$ cat config.mk
export PLATFORM = sky130hd
export DESIGN_NAME = trace_set_stream_parser_flat
export DESIGN_NICKNAME = d
export VERILOG_FILES = /design/src/design/tssp_pkg.sv /design/src/design/tssp_if.sv /design/src/design/trace_set_stream_parser.sv /design/src/flat_wrapper.sv
export SDC_FILE = /design/constraint.sdc
export NUM_CORES = 1
export LEC_CHECK = 0
export BUFFER_PORTS_ARGS = -buffer_cell sky130_fd_sc_hd__buf_2
export CAP_MARGIN = 40
export CORE_ASPECT_RATIO = 0.6
export CORE_MARGIN = 2
export CORE_UTILIZATION = 35
export CTS_CLUSTER_DIAMETER = 40
export DETAILED_ROUTE_END_ITERATION = 10
export PLACE_DENSITY = 0.6
export SETUP_SLACK_MARGIN = 0.4
export SYNTH_ARGS = -nofsm -noshare
export SYNTH_HDL_FRONTEND = slang
export SYNTH_SLANG_ARGS = --single-unit
$ cat constraint.sdc
create_clock -name clk_i -period 4.5 [get_ports clk_i]
set_clock_uncertainty 0.1 [all_clocks]
set_input_delay 0.45 -clock clk_i [delete_from_list [all_inputs] [get_ports clk_i]]
set_output_delay 0.45 -clock clk_i [all_outputs]
set_load 0.03 [all_outputs]
$ cat src/design/tssp_pkg.sv
// Shared constants and types of the trace-set stream parser.
package tssp_pkg;

  localparam int unsigned VALUE_BYTES = 8;
  localparam int unsigned VALUE_W     = 64;
  localparam int unsigned INDEX_W     = 32;

  typedef logic [2:0] kind_t;

  localparam kind_t KIND_HEADER = 3'd0;
  localparam kind_t KIND_TITLE  = 3'd1;
  localparam kind_t KIND_DIN    = 3'd2;
  localparam kind_t KIND_DOUT   = 3'd3;
  localparam kind_t KIND_SAMPLE = 3'd4;

  localparam logic [7:0] TAG_NUM_TRACES  = 8'h41;
  localparam logic [7:0] TAG_NUM_SAMPLES = 8'h42;
  localparam logic [7:0] TAG_CODING      = 8'h43;
  localparam logic [7:0] TAG_DATA_LEN    = 8'h44;
  localparam logic [7:0] TAG_TITLE_LEN   = 8'h45;
  localparam logic [7:0] TAG_GLOBAL_TTL  = 8'h46;
  localparam logic [7:0] TAG_DESCRIPTION = 8'h47;
  localparam logic [7:0] TAG_OFFSET_X    = 8'h48;
  localparam logic [7:0] TAG_LABEL_X     = 8'h49;
  localparam logic [7:0] TAG_LABEL_Y     = 8'h4A;
  localparam logic [7:0] TAG_SCALE_X     = 8'h4B;
  localparam logic [7:0] TAG_SCALE_Y     = 8'h4C;
  localparam logic [7:0] TAG_TRACE_OFS   = 8'h4D;
  localparam logic [7:0] TAG_LOG_SCALE   = 8'h4E;
  localparam logic [7:0] TAG_HEADER_END  = 8'h5F;

  localparam logic [3:0] CODING_SIZE_MASK = 4'hF;
  localparam int unsigned CODING_FLOAT_BIT = 4;

endpackage

$ cat src/design/tssp_if.sv
// Byte input and result output stream interfaces of the trace-set parser.
interface tssp_in_if import tssp_pkg::*; ();
  logic       valid;
  logic       ready;
  logic [7:0] byte_in;
  logic       restart;

  modport source (output valid, output byte_in, output restart, input ready);
  modport sink   (input valid, input byte_in, input restart, output ready);
endinterface

interface tssp_out_if import tssp_pkg::*; ();
  logic               valid;
  logic               ready;
  kind_t              kind;
  logic [7:0]         tag;
  logic [VALUE_W-1:0] value;
  logic [2:0]         sample_size;
  logic               is_float;
  logic [INDEX_W-1:0] trace_index;
  logic [INDEX_W-1:0] item_index;
  logic               last_of_trace;
  logic               last_of_set;

  modport source (
    output valid, output kind, output tag, output value, output sample_size,
    output is_float, output trace_index, output item_index,
    output last_of_trace, output last_of_set, input ready
  );
  modport sink (
    input valid, input kind, input tag, input value, input sample_size,
    input is_float, input trace_index, input item_index,
    input last_of_trace, input last_of_set, output ready
  );
endinterface

$ cat src/design/trace_set_stream_parser.sv
// Trace-set stream parser: one file byte per transaction in, at most one result out.
//
// in_i carries one byte of a trace-set file per transaction; restart marks the
// first tag byte of a new file and clears all parser state before that byte.
// out_o carries header values, title bytes, input and output data bytes and
// raw little-endian sample words, each with trace and item indices and the
// end-of-trace and end-of-set flags.
// Throughput is one byte per cycle: a byte is taken at every edge at which the
// result register is empty or being emptied, whether or not it yields a result.
// A result is registered: it shows on out_o in the cycle after the byte that
// completes it is taken, and stays until the receiver takes it.
// While the receiver stalls a full result register, in_i.ready is low and the
// byte stream is held back; no byte or result is dropped.
// Reset empties the result register and returns the parser to the header tag
// phase with all header fields and counters at zero.
// Bytes that follow the last trace of a set are taken and ignored until restart.
module trace_set_stream_parser import tssp_pkg::*; (
  input  logic        clk_i,
  input  logic        rst_ni,
  tssp_in_if.sink     in_i,
  tssp_out_if.source  out_o
);

  typedef enum logic [3:0] {
    PH_TAG, PH_LEN, PH_VAL, PH_END, PH_TITLE, PH_DIN, PH_DOUT, PH_SAMP, PH_DONE
  } phase_e;

  phase_e             phase_q, phase_d, cur_phase;
  logic [7:0]         tag_q, tag_d, cur_tag;
  logic [7:0]         left_q, left_d, cur_left;
  logic [7:0]         pos_q, pos_d, cur_pos;
  logic [VALUE_W-1:0] acc_q, acc_d, cur_acc;
  logic [31:0]        ntr_q, ntr_d, cur_ntr;
  logic [31:0]        nsamp_q, nsamp_d, cur_nsamp;
  logic [7:0]         coding_q, coding_d, cur_coding;
  logic [15:0]        dlen_q, dlen_d, cur_dlen;
  logic [7:0]         tlen_q, tlen_d, cur_tlen;
  logic [31:0]        trace_q, trace_d, cur_trace;
  logic [31:0]        item_q, item_d, cur_item;

  logic               ovalid_q;
  kind_t              kind_q, r_kind;
  logic [7:0]         otag_q, r_tag;
  logic [VALUE_W-1:0] value_q, r_value;
  logic [2:0]         size_q, r_size;
  logic               flt_q, r_flt;
  logic [31:0]        tidx_q, r_tidx;
  logic [31:0]        iidx_q, r_iidx;
  logic               lt_q, r_lt;
  logic               ls_q, r_ls;
  logic               emit;

  logic               in_acc;
  logic               restart;
  logic [7:0]         b;

  logic               ne_title, ne_data, ne_samp;
  phase_e             from_din, from_dout, from_samp, from_title, after_cur;
  logic [2:0]         samp_sz;
  logic [31:0]        sec_items, fin_cnt, fin_trace;
  logic               fin_wrap, fin_last;
  logic [7:0]         pos_n;
  logic [VALUE_W-1:0] lane, acc_hdr, acc_smp;
  logic               hdr_done;
  logic [VALUE_W-1:0] hdr_val;

  function automatic logic tag_known(logic [7:0] t);
    logic k;
    unique case (t)
      TAG_NUM_TRACES, TAG_NUM_SAMPLES, TAG_CODING, TAG_DATA_LEN, TAG_TITLE_LEN,
      TAG_GLOBAL_TTL, TAG_DESCRIPTION, TAG_OFFSET_X, TAG_LABEL_X, TAG_LABEL_Y,
      TAG_SCALE_X, TAG_SCALE_Y, TAG_TRACE_OFS, TAG_LOG_SCALE: k = 1'b1;
      default:                                                k = 1'b0;
    endcase
    return k;
  endfunction

  function automatic logic [7:0] tag_fixed_len(logic [7:0] t);
    logic [7:0] n;
    unique case (t)
      TAG_NUM_TRACES, TAG_NUM_SAMPLES, TAG_OFFSET_X, TAG_SCALE_X, TAG_SCALE_Y,
      TAG_TRACE_OFS:                             n = 8'd4;
      TAG_DATA_LEN:                              n = 8'd2;
      TAG_CODING, TAG_TITLE_LEN, TAG_LOG_SCALE:  n = 8'd1;
      default:                                   n = 8'd0;
    endcase
    return n;
  endfunction

  assign b       = in_i.byte_in;
  assign restart = in_i.restart;
  assign in_i.ready = !ovalid_q || out_o.ready;
  assign in_acc  = in_i.valid && in_i.ready;

  assign cur_phase  = restart ? PH_TAG : phase_q;
  assign cur_tag    = restart ? '0 : tag_q;
  assign cur_left   = restart ? '0 : left_q;
  assign cur_pos    = restart ? '0 : pos_q;
  assign cur_acc    = restart ? '0 : acc_q;
  assign cur_ntr    = restart ? '0 : ntr_q;
  assign cur_nsamp  = restart ? '0 : nsamp_q;
  assign cur_coding = restart ? '0 : coding_q;
  assign cur_dlen   = restart ? '0 : dlen_q;
  assign cur_tlen   = restart ? '0 : tlen_q;
  assign cur_trace  = restart ? '0 : trace_q;
  assign cur_item   = restart ? '0 : item_q;

  always_comb begin
    unique case (cur_coding[3:0] & CODING_SIZE_MASK)
      4'd1, 4'd2, 4'd4: samp_sz = cur_coding[2:0];
      default:          samp_sz = 3'd0;
    endcase
  end

  assign ne_title = (cur_tlen != '0);
  assign ne_data  = (cur_dlen[15:1] != '0);
  assign ne_samp  = (samp_sz != '0) && (cur_nsamp != '0);

  assign from_samp  = ne_samp ? PH_SAMP : PH_DONE;
  assign from_dout  = ne_data ? PH_DOUT : from_samp;
  assign from_din   = ne_data ? PH_DIN  : from_samp;
  assign from_title = ne_title ? PH_TITLE : from_din;

  always_comb begin
    unique case (cur_phase)
      PH_TITLE: begin
        after_cur = from_din;
        sec_items = {24'd0, cur_tlen};
      end
      PH_DIN: begin
        after_cur = from_dout;
        sec_items = {17'd0, cur_dlen[15:1]};
      end
      PH_DOUT: begin
        after_cur = from_samp;
        sec_items = {17'd0, cur_dlen[15:1]};
      end
      PH_SAMP: begin
        after_cur = PH_DONE;
        sec_items = cur_nsamp;
      end
      default: begin
        after_cur = PH_DONE;
        sec_items = '0;
      end
    endcase
  end

  assign fin_cnt   = cur_item + 32'd1;
  assign fin_wrap  = (fin_cnt >= sec_items);
  assign fin_trace = cur_trace + 32'd1;
  assign fin_last  = (fin_trace >= cur_ntr);

  assign pos_n   = cur_pos + 8'd1;
  assign lane    = {{(VALUE_W-8){1'b0}}, b} << {cur_pos[2:0], 3'b000};
  assign acc_hdr = (cur_pos < 8'(VALUE_BYTES)) ? (cur_acc | lane) : cur_acc;
  assign acc_smp = (cur_pos < 8'd8) ? (cur_acc | lane) : cur_acc;

  always_comb begin
    phase_d  = cur_phase;
    tag_d    = cur_tag;
    left_d   = cur_left;
    pos_d    = cur_pos;
    acc_d    = cur_acc;
    ntr_d    = cur_ntr;
    nsamp_d  = cur_nsamp;
    coding_d = cur_coding;
    dlen_d   = cur_dlen;
    tlen_d   = cur_tlen;
    trace_d  = cur_trace;
    item_d   = cur_item;
    emit     = 1'b0;
    r_kind   = KIND_HEADER;
    r_tag    = '0;
    r_value  = '0;
    r_size   = '0;
    r_flt    = 1'b0;
    r_tidx   = '0;
    r_iidx   = '0;
    r_lt     = 1'b0;
    r_ls     = 1'b0;
    hdr_done = 1'b0;
    hdr_val  = '0;

    unique case (cur_phase)
      PH_TAG: begin
        if (b == TAG_HEADER_END) begin
          phase_d = PH_END;
        end else if (tag_known(b)) begin
          tag_d   = b;
          phase_d = PH_LEN;
        end
      end
      PH_LEN: begin
        left_d = (tag_fixed_len(cur_tag) == '0) ? b : tag_fixed_len(cur_tag);
        acc_d  = '0;
        pos_d  = '0;
        if (left_d == '0) begin
          hdr_done = 1'b1;
          phase_d  = PH_TAG;
        end else begin
          phase_d = PH_VAL;
        end
      end
      PH_VAL: begin
        acc_d  = acc_hdr;
        pos_d  = pos_n;
        left_d = cur_left - 8'd1;
        if (left_d == '0) begin
          hdr_done = 1'b1;
          hdr_val  = acc_hdr;
          phase_d  = PH_TAG;
        end
      end
      PH_END: begin
        trace_d = '0;
        item_d  = '0;
        pos_d   = '0;
        acc_d   = '0;
        phase_d = (cur_ntr == '0) ? PH_DONE : from_title;
      end
      PH_TITLE, PH_DIN, PH_DOUT, PH_SAMP: begin
        if (cur_phase == PH_SAMP) begin
          acc_d = acc_smp;
          pos_d = pos_n;
        end
        if (cur_phase != PH_SAMP || pos_n >= {5'd0, samp_sz}) begin
          emit   = 1'b1;
          r_tidx = cur_trace;
          r_iidx = cur_item;
          if (cur_phase == PH_SAMP) begin
            r_kind  = KIND_SAMPLE;
            r_value = acc_smp;
            r_size  = samp_sz;
            r_flt   = cur_coding[CODING_FLOAT_BIT];
            acc_d   = '0;
            pos_d   = '0;
          end else begin
            r_kind  = (cur_phase == PH_TITLE) ? KIND_TITLE :
                      (cur_phase == PH_DIN)   ? KIND_DIN : KIND_DOUT;
            r_value = {{(VALUE_W-8){1'b0}}, b};
          end
          item_d = fin_cnt;
          if (fin_wrap) begin
            item_d  = '0;
            phase_d = after_cur;
            if (after_cur == PH_DONE) begin
              r_lt    = 1'b1;
              trace_d = fin_trace;
              if (fin_last) begin
                r_ls = 1'b1;
              end else begin
                phase_d = from_title;
              end
            end
          end
        end
      end
      PH_DONE: begin
      end
      default: begin
        phase_d = PH_DONE;
      end
    endcase

    if (hdr_done) begin
      emit    = 1'b1;
      r_kind  = KIND_HEADER;
      r_tag   = cur_tag;
      r_value = hdr_val;
      unique case (cur_tag)
        TAG_NUM_TRACES:  ntr_d    = hdr_val[31:0];
        TAG_NUM_SAMPLES: nsamp_d  = hdr_val[31:0];
        TAG_CODING:      coding_d = hdr_val[7:0];
        TAG_DATA_LEN:    dlen_d   = hdr_val[15:0];
        TAG_TITLE_LEN:   tlen_d   = hdr_val[7:0];
        default: ;
      endcase
    end
  end

  always_ff @(posedge clk_i or negedge rst_ni) begin
    if (!rst_ni) begin
      phase_q  <= PH_TAG;
      tag_q    <= '0;
      left_q   <= '0;
      pos_q    <= '0;
      acc_q    <= '0;
      ntr_q    <= '0;
      nsamp_q  <= '0;
      coding_q <= '0;
      dlen_q   <= '0;
      tlen_q   <= '0;
      trace_q  <= '0;
      item_q   <= '0;
      ovalid_q <= 1'b0;
      kind_q   <= KIND_HEADER;
      otag_q   <= '0;
      value_q  <= '0;
      size_q   <= '0;
      flt_q    <= 1'b0;
      tidx_q   <= '0;
      iidx_q   <= '0;
      lt_q     <= 1'b0;
      ls_q     <= 1'b0;
    end else begin
      if (in_acc) begin
        phase_q  <= phase_d;
        tag_q    <= tag_d;
        left_q   <= left_d;
        pos_q    <= pos_d;
        acc_q    <= acc_d;
        ntr_q    <= ntr_d;
        nsamp_q  <= nsamp_d;
        coding_q <= coding_d;
        dlen_q   <= dlen_d;
        tlen_q   <= tlen_d;
        trace_q  <= trace_d;
        item_q   <= item_d;
      end
      if (in_acc && emit) begin
        ovalid_q <= 1'b1;
        kind_q   <= r_kind;
        otag_q   <= r_tag;
        value_q  <= r_value;
        size_q   <= r_size;
        flt_q    <= r_flt;
        tidx_q   <= r_tidx;
        iidx_q   <= r_iidx;
        lt_q     <= r_lt;
        ls_q     <= r_ls;
      end else if (out_o.ready) begin
        ovalid_q <= 1'b0;
      end
    end
  end

  assign out_o.valid         = ovalid_q;
  assign out_o.kind          = kind_q;
  assign out_o.tag           = otag_q;
  assign out_o.value         = value_q;
  assign out_o.sample_size   = size_q;
  assign out_o.is_float      = flt_q;
  assign out_o.trace_index   = tidx_q;
  assign out_o.item_index    = iidx_q;
  assign out_o.last_of_trace = lt_q;
  assign out_o.last_of_set   = ls_q;

endmodule

$ cat src/flat_wrapper.sv
// flat-port wrapper written by rule: the top's interface ports become plain ports
module trace_set_stream_parser_flat import tssp_pkg::*;
  (clk_i, rst_ni, in_i_valid, in_i_byte_in, in_i_restart, in_i_ready, out_o_valid, out_o_kind, out_o_tag, out_o_value, out_o_sample_size, out_o_is_float, out_o_trace_index, out_o_item_index, out_o_last_of_trace, out_o_last_of_set, out_o_ready);
  tssp_in_if in_i_i ();
  tssp_out_if out_o_i ();
  input  logic clk_i;
  input  logic rst_ni;
  input wire logic [$bits(in_i_i.valid)-1:0] in_i_valid;
  input wire logic [$bits(in_i_i.byte_in)-1:0] in_i_byte_in;
  input wire logic [$bits(in_i_i.restart)-1:0] in_i_restart;
  output wire logic [$bits(in_i_i.ready)-1:0] in_i_ready;
  output wire logic [$bits(out_o_i.valid)-1:0] out_o_valid;
  output wire logic [$bits(out_o_i.kind)-1:0] out_o_kind;
  output wire logic [$bits(out_o_i.tag)-1:0] out_o_tag;
  output wire logic [$bits(out_o_i.value)-1:0] out_o_value;
  output wire logic [$bits(out_o_i.sample_size)-1:0] out_o_sample_size;
  output wire logic [$bits(out_o_i.is_float)-1:0] out_o_is_float;
  output wire logic [$bits(out_o_i.trace_index)-1:0] out_o_trace_index;
  output wire logic [$bits(out_o_i.item_index)-1:0] out_o_item_index;
  output wire logic [$bits(out_o_i.last_of_trace)-1:0] out_o_last_of_trace;
  output wire logic [$bits(out_o_i.last_of_set)-1:0] out_o_last_of_set;
  input wire logic [$bits(out_o_i.ready)-1:0] out_o_ready;
  assign in_i_i.valid = in_i_valid;
  assign in_i_i.byte_in = in_i_byte_in;
  assign in_i_i.restart = in_i_restart;
  assign in_i_ready = in_i_i.ready;
  assign out_o_valid = out_o_i.valid;
  assign out_o_kind = out_o_i.kind;
  assign out_o_tag = out_o_i.tag;
  assign out_o_value = out_o_i.value;
  assign out_o_sample_size = out_o_i.sample_size;
  assign out_o_is_float = out_o_i.is_float;
  assign out_o_trace_index = out_o_i.trace_index;
  assign out_o_item_index = out_o_i.item_index;
  assign out_o_last_of_trace = out_o_i.last_of_trace;
  assign out_o_last_of_set = out_o_i.last_of_set;
  assign out_o_i.ready = out_o_ready;
  trace_set_stream_parser u_core (.clk_i(clk_i), .rst_ni(rst_ni), .in_i(in_i_i), .out_o(out_o_i));
endmodule
Word-level counts from Yosys, hierarchy flattened
Index checks and enable logic that the tools add are counted.
{"block": "word_totals", "register_bits": 398, "in_bits": 13, "out_inout_bits": 147, "elab_cells": 198}
{"block": "classes", "addsub": 4, "magnitude_cmp": 4, "eq_ne": 38, "shifts": 1, "muxes": 105, "n_bitwise": 1, "reduce_logical": 23}
{"op": "2-to-1 mux 64 bit", "n": 11}
{"op": "2-to-1 mux 32 bit", "n": 17}
{"op": "== test 8 x 7 -> 1 bit, second input constant", "n": 25}
{"op": "case mux 64 bit (3 select lines)", "n": 1}
{"op": "2-to-1 mux 8 bit", "n": 18}
{"op": "case mux 32 bit (2 select lines)", "n": 2}
{"op": "case mux 32 bit (3 select lines)", "n": 1}
{"op": "adder 32 x 1 -> 32 bit, second input constant", "n": 2}
{"op": "greater-or-equal comparator 32 bit", "n": 2}
{"op": "bitwise OR 64 bit", "n": 1}
{"op": "<< shifter 8 x 6 -> 64 bit", "n": 1}
{"op": "2-to-1 mux 4 bit", "n": 13}
{"op": "2-to-1 mux 16 bit", "n": 3}
{"op": "logical NOT 32 bit", "n": 1}
{"op": "nonzero test 32 bit", "n": 1}
{"op": "2-to-1 mux 3 bit", "n": 9}
{"op": "logical NOT 8 bit", "n": 3}
{"op": "case mux 4 bit (6 select lines)", "n": 1}
{"op": "case mux 8 bit (3 select lines)", "n": 1}
{"op": "2-to-1 mux 1 bit", "n": 23}
{"op": "== test 4 x 3 -> 1 bit, second input constant", "n": 5}
{"op": "case mux 8 bit (2 select lines)", "n": 1}
{"op": "nonzero test 15 bit", "n": 1}
{"op": "OR reduction 14 bit", "n": 1}
{"op": "23 further kinds", "n": 32}

Logic depth before layout (Yosys ltp)
Gate-level depths: netlist (run 1).
{"block": "logic_depth", "ltp_word": 14, "mapped_depth": 28, "ltp_nobuf": 19}

Worst setup path before layout (run 1)
OpenSTA, ideal clock, no wires.
{"block": "synth_path", "path_kind": "input to register", "start": "input in_i_restart", "end": "register u_core.trace_q[1]", "setup_time_ns": 0.121, "arrival_time_ns": 5.706, "required_ns": 4.279, "setup_slack_ns": -1.427, "cell_stages": 28, "n_path_buf": 9, "path_cell_list": "buf_2 -> clkbuf_1 -> buf_2 -> buf_2 -> buf_1 -> clkbuf_1 -> clkbuf_1 -> nor2b_1 -> ha_1 -> nand4b_1 -> nor3_1 -> nand2_1 -> nor2_1 -> nand3_1 -> xor2_1 -> nor2_1 -> ha_1 -> nand4_1 -> or4_1 -> nor2_1 -> o41ai_1 -> a211oi_1 -> or2_2 -> buf_2 -> nand2_1 -> a21o_1 -> clkbuf_1 -> a22o_1"}
{"block": "synth_via", "elab_chain_len": 14, "word_cells_on_any_way": 41, "classes_between": "add/sub (3); order compare (2); eq/ne (10); mux (18); reduce/logical (8)"}
{"item": "start: declaration", "line_no": "flat_wrapper.sv:10", "source": "input wire logic [$bits(in_i_i.restart)-1:0] in_i_restart;"}
{"item": "branches (longest 13 deep; another with adder 32 x 1 -> 32 bit)"}
{"item": "case mux 32 bit (2 select lines) *", "line_no": "trace_set_stream_parser.sv:185", "source": "unique case (cur_phase)"}
{"item": "end signal: assignment", "line_no": "trace_set_stream_parser.sv:318", "source": "trace_q <= trace_d;"}
{"item": "end: declaration", "line_no": "trace_set_stream_parser.sv:38", "source": "logic [31:0] trace_q, trace_d, cur_trace;"}
Mark *: on every way between the ends.
A chain may end at the register's enable or synchronous reset.

Worst setup path after layout (run 1)
{"block": "layout_path", "start": "register u_core.item_q[0]", "end": "register u_core.trace_q[0]"}
{"block": "layout_via", "elab_chain_len": 6}
{"item": "start: declaration", "line_no": "trace_set_stream_parser.sv:39", "source": "logic [31:0] item_q, item_d, cur_item;"}
{"item": "start signal: assignment", "line_no": "trace_set_stream_parser.sv:319", "source": "item_q <= item_d;"}
{"item": "2-to-1 mux 32 bit", "line_no": "trace_set_stream_parser.sv:106", "source": "assign cur_item = restart ? '0 : item_q;"}
{"item": "adder 32 x 1 -> 32 bit", "line_no": "trace_set_stream_parser.sv:149", "source": "assign fin_cnt = cur_item + 32'd1;"}
{"item": "greater-or-equal comparator 32 bit", "line_no": "trace_set_stream_parser.sv:150", "source": "assign fin_wrap = (fin_cnt >= sec_items);"}
{"item": "2-to-1 mux 32 bit", "line_no": "trace_set_stream_parser.sv:244", "source": "if (fin_wrap) begin"}
{"item": "2-to-1 mux 32 bit", "line_no": "trace_set_stream_parser.sv:227", "source": "if (cur_phase != PH_SAMP || pos_n >= {5'd0, samp_sz}) begin"}
{"item": "case mux 32 bit (2 select lines)", "line_no": "trace_set_stream_parser.sv:185"}
Every way passes these cells.

==> flow_metrics.py, run 1 <==
metrics = {
    "drt": {
        "ant_nets": 0,
        "via_per_inst": 5.865,
        "drt-pass1-iter-count": 6,
        "met1_length_um": 34690,
        "wl_um": 74190,
        "drt-initial-drc-count": 2142,
        "via_count": 19419,
        "drc": 0,
        "wl_per_cell_um": 22.41,
        "highest_layer": "met5",
        "met2_length_um": 30720,
        "wl_met3_um": 7459,
    },
    "setup_path": {
        "worst_path_max_delay_cell": "or4_4",
        "crit_family": "simple AND/OR/NAND/NOR gates",
        "crit_chain": "nor2b_4 -> ha_4 -> nand4b_1 -> nor3_2 -> nand2_2 -> nor2_4 -> nand3_2 -> xor2_1 -> nor2_1 -> ha_1 -> nand4_1 -> or4_4 -> nor2_4 -> o41ai_2 -> a211oi_2 -> buf_4 -> buf_6 -> or2_4 -> nand2_4 -> a21o_1 -> buf_12 -> mux2_2",
        "worstPathRequired_ps": 4850,
        "max_stage_delay_ps": 600,
        "end_kind": "register",
        "rrSetupSlack_ps": 40,
        "arrival_ps": 4810,
        "path_buf_inv": 3,
        "crit_type": "register to register",
        "r2r-start": "u_core.item_q[0]$_DFFE_PN0P_",
        "r2r_cells": 22,
        "crit_fanout": 11,
        "regToRegEndpoint": "u_core.trace_q[0]$_DFFE_PN0P_",
        "crit_cells": 22,
        "crit_top_cell": "nor2_4",
        "cp-start-kind": "register",
    },
    "die": {
        "fp.dieW_um": 317.7,
        "die_h_um": 192.2,
        "core_mm2": 0.05794,
        "rows": 68,
        "start_util_pct": 35.67,
        "die_area_mm2": 0.06108,
        "ioPinCount": 160,
    },
    "layout": {
        "multi_input_area_mm2": 0.01051,
        "final_nets": 2589,
        "drive_gt1_share_pct": 23.46,
        "seq_area_mm2": 0.009862,
        "final_util_pct": 45.26,
        "area_growth_pct": 26.88,
        "diodes": 0,
        "n_fill_cell": 5466,
    },
    "power": {
        "power_leakage_nw": 12.09,
        "power_density_mw_per_mm2": 309.6,
        "max-vdd-ir-drop_mv": 0.2342,
    },
    "run_status": {
        "outcome": "finished, final reports clean",
    },
    "sta": {
        "hold_viol": 0,
        "relSlewSlack_pct": 36.66,
        "fmax_mhz": 224.2,
        "fin_crit_sh_pct": 99.13,
        "setup_violations": 0,
        "fin_setup_tns_ps": 0,
        "fin_crit_ps": 4461,
        "slew_viol_final": 0,
        "tightestPinTransition_ps": 950.1,
        "rsz0062_at_grt": "true",
    },
    "yosys": {
        "synthArstFlopShare_pct": 100.0,
        "synth_cell_types": 73,
        "ys_seq_area_share_pct": 47.70,
        "syn_area_mm2": 0.02067,
        "synth_cells": 2186,
        "synth_nets": 2272,
        "yosysWarningCount": 0,
        "avgSynthCellArea_um2": 9.455,
        "ys_seq_elements": 394,
        "synth_edf_count": 0,
        "synthFlopType": "dfrtp_1",
    },
    "clock_network": {
        "cts.sinks": 394,
        "cts_tree": "done",
        "clk_path_buf_depth": 3,
        "worstSkewPairLatency_ps": 580,
        "numCtsBuffers": 47,
        "htreeDepth": 2,
        "cts_root_buf": "clkbuf_16",
        "cts.clk_slew.worst_paths_ps": 60,
    },
    "place": {
        "gp_congestion": 0.9398,
        "hpwlAfterDp_um": 53130,
        "numPortBuffers": 159,
    },
    "hold_path": {
        "whs_path_depth": 3,
        "hp-start": "out_o_ready",
        "hold_end": "u_core.out_o.valid$_DFFE_PN0P_",
        "hold_path_class": "input pin to register",
    },
    "global_routing": {
        "grt-ovfl-total": 0,
        "grt_pass1_vias": 18815,
        "grt_pass1_wl_um": 114000,
        "grt_max_degree": 100,
        "antenna_found_initial": 0,
        "grt_use_total_pct": 23.85,
    },
    "job": {
        "drv_cap": 0,
    },
}
registers in the layout (all words and copies together), names as in the netlist, 5 cells and up:
name,cells
u_core.out_o.tag,8
u_core.tlen_q,8
u_core.pos_q,8
u_core.dlen_q,15
u_core.out_o.value,64
u_core.out_o.item_index,32
u_core.item_q,32
u_core.coding_q,5
u_core.out_o.trace_index,32
u_core.nsamp_q,32
u_core.left_q,8
u_core.ntr_q,32
u_core.acc_q,64
u_core.trace_q,32
u_core.tag_q,8
Yosys cell counts (9+ instances only):
| library cell | instances | area share, % |
|---|---|---|
| nor4_1 | 31 | 0.94 |
| xnor2_1 | 37 | 1.6 |
| o221ai_1 | 21 | 0.89 |
| nor2b_1 | 52 | 1.6 |
| clkbuf_1 | 120 | 2.2 |
| nand4_1 | 23 | 0.70 |
| nor3_1 | 34 | 0.82 |
| a21oi_1 | 91 | 2.2 |
| a22oi_1 | 53 | 1.9 |
| dfrtp_1 | 394 | 48 |
| o31ai_1 | 62 | 2.3 |
| and2_1 | 9 | 0.27 |
| mux2i_1 | 10 | 0.48 |
| or4_1 | 9 | 0.33 |
| or3_1 | 14 | 0.42 |
| nor2_1 | 120 | 2.2 |
| a22o_1 | 135 | 5.7 |
| o21ai_0 | 159 | 3.9 |
| xor2_1 | 26 | 1.1 |
| nand2_1 | 361 | 6.6 |
| buf_2 | 15 | 0.36 |
| nand2b_1 | 20 | 0.61 |
| nand3_1 | 58 | 1.4 |
| a21o_1 | 13 | 0.47 |
| inv_1 | 18 | 0.33 |
| buf_1 | 19 | 0.35 |
| ha_1 | 73 | 4.4 |
| o2bb2ai_1 | 48 | 2.0 |
| a221oi_1 | 11 | 0.47 |
| and3_1 | 25 | 0.76 |
final cells by class:
type	instances	area share, %
multi-input combinational	1619	40.08
sequential	394	37.61
timing repair buffer	422	12.25
clock buffer	57	4.938
tap	770	3.674
clock inverter	30	1.174
inverter	19	0.2767
placed cells by master, fill, tap and decap left out, drive strengths merged, types with 53 or more instances in the layout:
cell type and n:
nand2 361, nor2 122, ha 73, a21oi 91, o31ai 62, a22o 135
nand3 59, dfrtp 394, buf 420, o21ai 169, a22oi 53, clkbuf 58
through the flow:
step	instances	area, um^2	hold slack, ps	setup WS, ps	total power [mW]
global placement	3178	23840	357.1	-295.2	4.215
global route	3311	26220	169.5	-165.0	8.398
finish	3311	26220	170.2	39.29	8.119
floorplan	2186	20850	54.41	-549.4	3.974
detailed placement	3181	23900	361.5	-391.3	4.241
CTS	3301	25980	158.9	10.45	8.167
logic make-up (layout without fill, tap and decap cells):
logic type	after synthesis	in the layout	synth area share, %
buffers and inverters	173	528	3.233
AND/OR/NAND/NOR	801	801	18.57
adder cells (fa/ha/maj)	73	73	4.419
flip-flops	394	394	47.70
multiplexers	13	13	0.6477
XOR/XNOR	63	63	2.670
AO/OA/AOI/OAI	669	669	22.76
timing repair:
item	4_1_cts	5_1_grt
endpoints found under the hold margin	94	0
hold buffers	1	0
gates cloned	1	2
endpoints found under the setup margin	70	81
pin swaps	21	19
setup buffers	31	8
resized for setup	42	42
worst register-to-register path, stage by stage, from the launching register on:
cell and delay, ps:
dfrtp_1 370, nor2b_4 190, ha_4 140, nand4b_1 160, nor3_2 220, nand2_2 110, nor2_4 190, nand3_2 90
xor2_1 140, nor2_1 80, ha_1 310, nand4_1 150, or4_4 600, nor2_4 120, o41ai_2 90, a211oi_2 210
buf_4 170, buf_6 110, or2_4 140, nand2_4 50, a21o_1 190, buf_12 150, mux2_2 270
worst max path at each step:
stage                                       startpoint                        endpoint  slack (ps)
final                     u_core.item_q[0]$_DFFE_PN0P_   u_core.trace_q[0]$_DFFE_PN0P_          40
after floorplan                           in_i_restart  u_core.trace_q[18]$_DFFE_PN0P_        -550
after global placement                    in_i_restart   u_core.phase_q[0]$_DFFE_PN0P_        -300
after CTS                 u_core.item_q[0]$_DFFE_PN0P_   u_core.trace_q[0]$_DFFE_PN0P_          10
after global routing      u_core.item_q[0]$_DFFE_PN0P_   u_core.trace_q[0]$_DFFE_PN0P_        -160
after detailed placement                  in_i_restart  u_core.trace_q[15]$_DFFE_PN0P_        -390
power by group:
part / switching [mW] / internal [mW] / total (mW)
clock: 1.67 / 2.26 / 3.93
combinational: 0.409 / 0.154 / 0.563
sequential: 0.0452 / 3.58 / 3.62
total: 2.12 / 6.00 / 8.12
metal layers:
metal / up-vias / global-route usage [%]
met3: 97 / 5.915
met2: 890 / 34.18
met4: 2 / 4.615
li1: 8711 / -
met5: - / 1.508
met1: 9719 / 35.93
Power figures use the tool's default switching activity.
==> inputs of run 2 (changes only) <==
--- a/config.mk
+++ b/config.mk
@@ -13,6 +13,7 @@
 export CTS_CLUSTER_DIAMETER = 40
 export DETAILED_ROUTE_END_ITERATION = 10
 export PLACE_DENSITY = 0.6
+export RECOVER_POWER = 25
 export SETUP_SLACK_MARGIN = 0.4
 export SYNTH_ARGS = -nofsm -noshare
 export SYNTH_HDL_FRONTEND = slang
==> run 2 against run 1 <==
Compared with the run above:
- the run now ends with capacitance limit, slew limit left
- sequential share of layout area rose by 0.086 points
- cell count is the same
- combinational power shrank 0.9%
- worst hold slack worse by 1.3 ps
- setup slack better by 14 ps
- largest power group unchanged
- die area did not move
- sequential power hardly changed
- final area down 0.23%
- total power fell by 0.14%
==> flow_metrics.py, run 2 (synthesis gave the netlist of run 1 again) <==
metrics = {
    "power": {
        "power_leakage_nw": 12.04,
        "p_clk_share_pct": 48.4,
        "swShare_pct": 26.10,
        "intPower_mw": 5.991,
        "power_density_mw_per_mm2": 309.9,
        "pwr-share-seq_pct": 44.7,
        "power_frac_comb_pct": 6.9,
        "netSwitchingPower_mw": 2.116,
        "max-vdd-ir-drop_mv": 0.2319,
    },
    "drt": {
        "ant_nets": 0,
        "drt-pass1-iter-count": 7,
        "wl_per_cell_um": 22.38,
        "via_count": 19441,
        "drt-initial-drc-count": 2280,
        "via_per_inst": 5.872,
        "drc": 0,
        "wl_um": 74090,
    },
    "setup_path": {
        "end_kind": "register",
        "crit_top_cell": "nor2_4",
        "crit_fanout": 11,
        "arrival_ps": 4800,
        "crit_chain": "nor2b_4 -> ha_4 -> nand4b_1 -> nor3_2 -> nand2_2 -> nor2_4 -> nand3_2 -> xor2_1 -> nor2_1 -> ha_1 -> nand4_1 -> or4_4 -> nor2_4 -> o41ai_2 -> a211oi_2 -> buf_4 -> buf_6 -> or2_4 -> nand2_4 -> a21o_1 -> buf_12 -> mux2_2",
        "worst_path_max_delay_cell": "or4_4",
        "crit_type": "register to register",
        "worstPathRequired_ps": 4850,
        "max_stage_delay_ps": 600,
        "cp-start-kind": "register",
    },
    "job": {
        "drv_cap": 1,
    },
    "sta": {
        "slew_viol_final": 100,
        "fmax_mhz": 224.9,
        "fin_crit_sh_pct": 98.82,
        "setup_violations": 0,
        "relSlewSlack_pct": -71.43,
        "fin_crit_ps": 4447,
        "hold_ws_ps": 168.9,
        "rsz0062_at_grt": "true",
        "hold_viol": 0,
        "tightestPinTransition_ps": 2571,
    },
    "hold_path": {
        "hold_path_class": "input pin to register",
    },
    "layout": {
        "diodes": 0,
        "n_fill_cell": 5476,
        "layout_commonest_cell": "dfrtp_1",
        "final_util_pct": 45.16,
        "most-common-layout-cells": "392 x dfrtp_1, 357 x nand2_1, 213 x buf_4",
        "final_nets": 2589,
        "area_growth_pct": 26.59,
        "drive_gt1_share_pct": 23.14,
    },
    "global_routing": {
        "use_met2_pct": 34.18,
        "grt-ovfl-total": 0,
        "grt_max_degree": 100,
        "grt_use_total_pct": 23.85,
        "met1_usage_pct": 35.93,
        "grt_pass1_vias": 18815,
        "grtUsageMet3_pct": 5.915,
        "antenna_found_initial": 0,
        "gr-max-usage-layer": "met1",
        "grt_pass1_wl_um": 114000,
    },
    "run_status": {
        "violations": "capacitance limit, slew limit",
        "outcome": "complete, but fails checks",
    },
    "clock_network": {
        "htreeDepth": 2,
        "cts_tree": "done",
        "cts.clk_slew.worst_paths_ps": 60,
        "clk_path_buf_depth": 3,
        "numCtsBuffers": 47,
        "worstSkewPairLatency_ps": 580,
        "cts_root_buf": "clkbuf_16",
        "cts.sinks": 394,
    },
    "die": {
        "core_mm2": 0.05794,
        "start_util_pct": 35.67,
        "die_h_um": 192.2,
        "rows": 68,
        "die_area_mm2": 0.06108,
        "ioPinCount": 160,
        "fp.dieW_um": 317.7,
    },
    "place": {
        "hpwlAfterDp_um": 53130,
        "numPortBuffers": 159,
        "gp_congestion": 0.9398,
    },
}
==> run 2: changes by cell type in the layout (fill, tap and decap cells not counted), sizes merged <==
cell | previous run | this run
clkbuf | 58 | 71
buf | 420 | 407
==> run 2: timing repair <==
| item | CTS | global route |
|---|---|---|
| resized for setup | 42 | 42 |
| hold buffers | 1 | 0 |
| setup buffers | 31 | 8 |
| endpoints found under the setup margin | 70 | 81 |
| gates cloned | 1 | 2 |
| pin swaps | 21 | 19 |
| endpoints found under the hold margin | 94 | 0 |
==> run 2: worst paths after layout <==
kind	startpoint	end	slack, ps	depth (start not counted)
setup / recovery	u_core.item_q[0]$_DFFE_PN0P_	u_core.trace_q[0]$_DFFE_PN0P_	50	22
hold / removal	out_o_ready	u_core.out_o.valid$_DFFE_PN0P_	170	3
setup reg to reg	u_core.item_q[0]$_DFFE_PN0P_	u_core.trace_q[0]$_DFFE_PN0P_	50	22
hold reg to reg	u_core.out_o.value[60]$_DFFE_PN0P_	u_core.out_o.value[60]$_DFFE_PN0P_	380	2
max in group asynchronous	rst_ni	u_core.out_o.trace_index[16]$_DFFE_PN0P_	680	3
min in group asynchronous	rst_ni	u_core.out_o.value[37]$_DFFE_PN0P_	1090	2
==> run 2: final cells by class <==
cell class | instances | area (um^2) | area share [%]
Multi-Input combinational cell | 1619 | 10510 | 40.17
Sequential cell | 394 | 9862 | 37.69
Timing Repair Buffer | 422 | 3152 | 12.05
Clock buffer | 57 | 1295 | 4.950
Tap cell | 770 | 963.4 | 3.682
Clock inverter | 30 | 307.8 | 1.176
Inverter | 19 | 72.57 | 0.2774
==> run 2: metrics by stage <==
step / total power [mW] / std cells / setup TNS (ps) / worst slack (ps) / area, um^2
after floorplan: 3.974 / 2186 / -28080 / -549.4 / 20850
after global placement: 4.215 / 3178 / -7763 / -295.2 / 23840
after detailed placement: 4.241 / 3181 / -11650 / -391.3 / 23900
after CTS: 8.167 / 3301 / 0 / 10.45 / 25980
after global routing: 8.393 / 3311 / -4831 / -165.0 / 26160
final: 8.107 / 3311 / 0 / 53.20 / 26160
==> run 2: routing by layer <==
metal	share of wire, %	vias to the layer above
li1	-	8714
met1	47	9718
met2	41	914
met3	10	93
met4	1.6	2
met5	0.17	-
==> run 2: power groups by stage <==
stage / Sequential, mW / Combinational (mW) / Clock (mW)
after floorplan: 3.69 / 0.288 / 0
after global placement: 3.69 / 0.529 / 0
after detailed placement: 3.69 / 0.553 / 0
after CTS: 3.62 / 0.557 / 3.99
after global routing: 3.63 / 0.611 / 4.15
final: 3.63 / 0.558 / 3.92
==> run 2: critical path, delay by kind of cell, from the launching register on <==
kind	cells	cell delay (ps)
buffers and inverters	3	420
adder cells (fa/ha/maj)	2	450
flip-flops	1	370
multiplexers	1	260
XOR/XNOR	1	140
AO/OA/AOI/OAI	3	490
AND/OR/NAND/NOR	12	2090
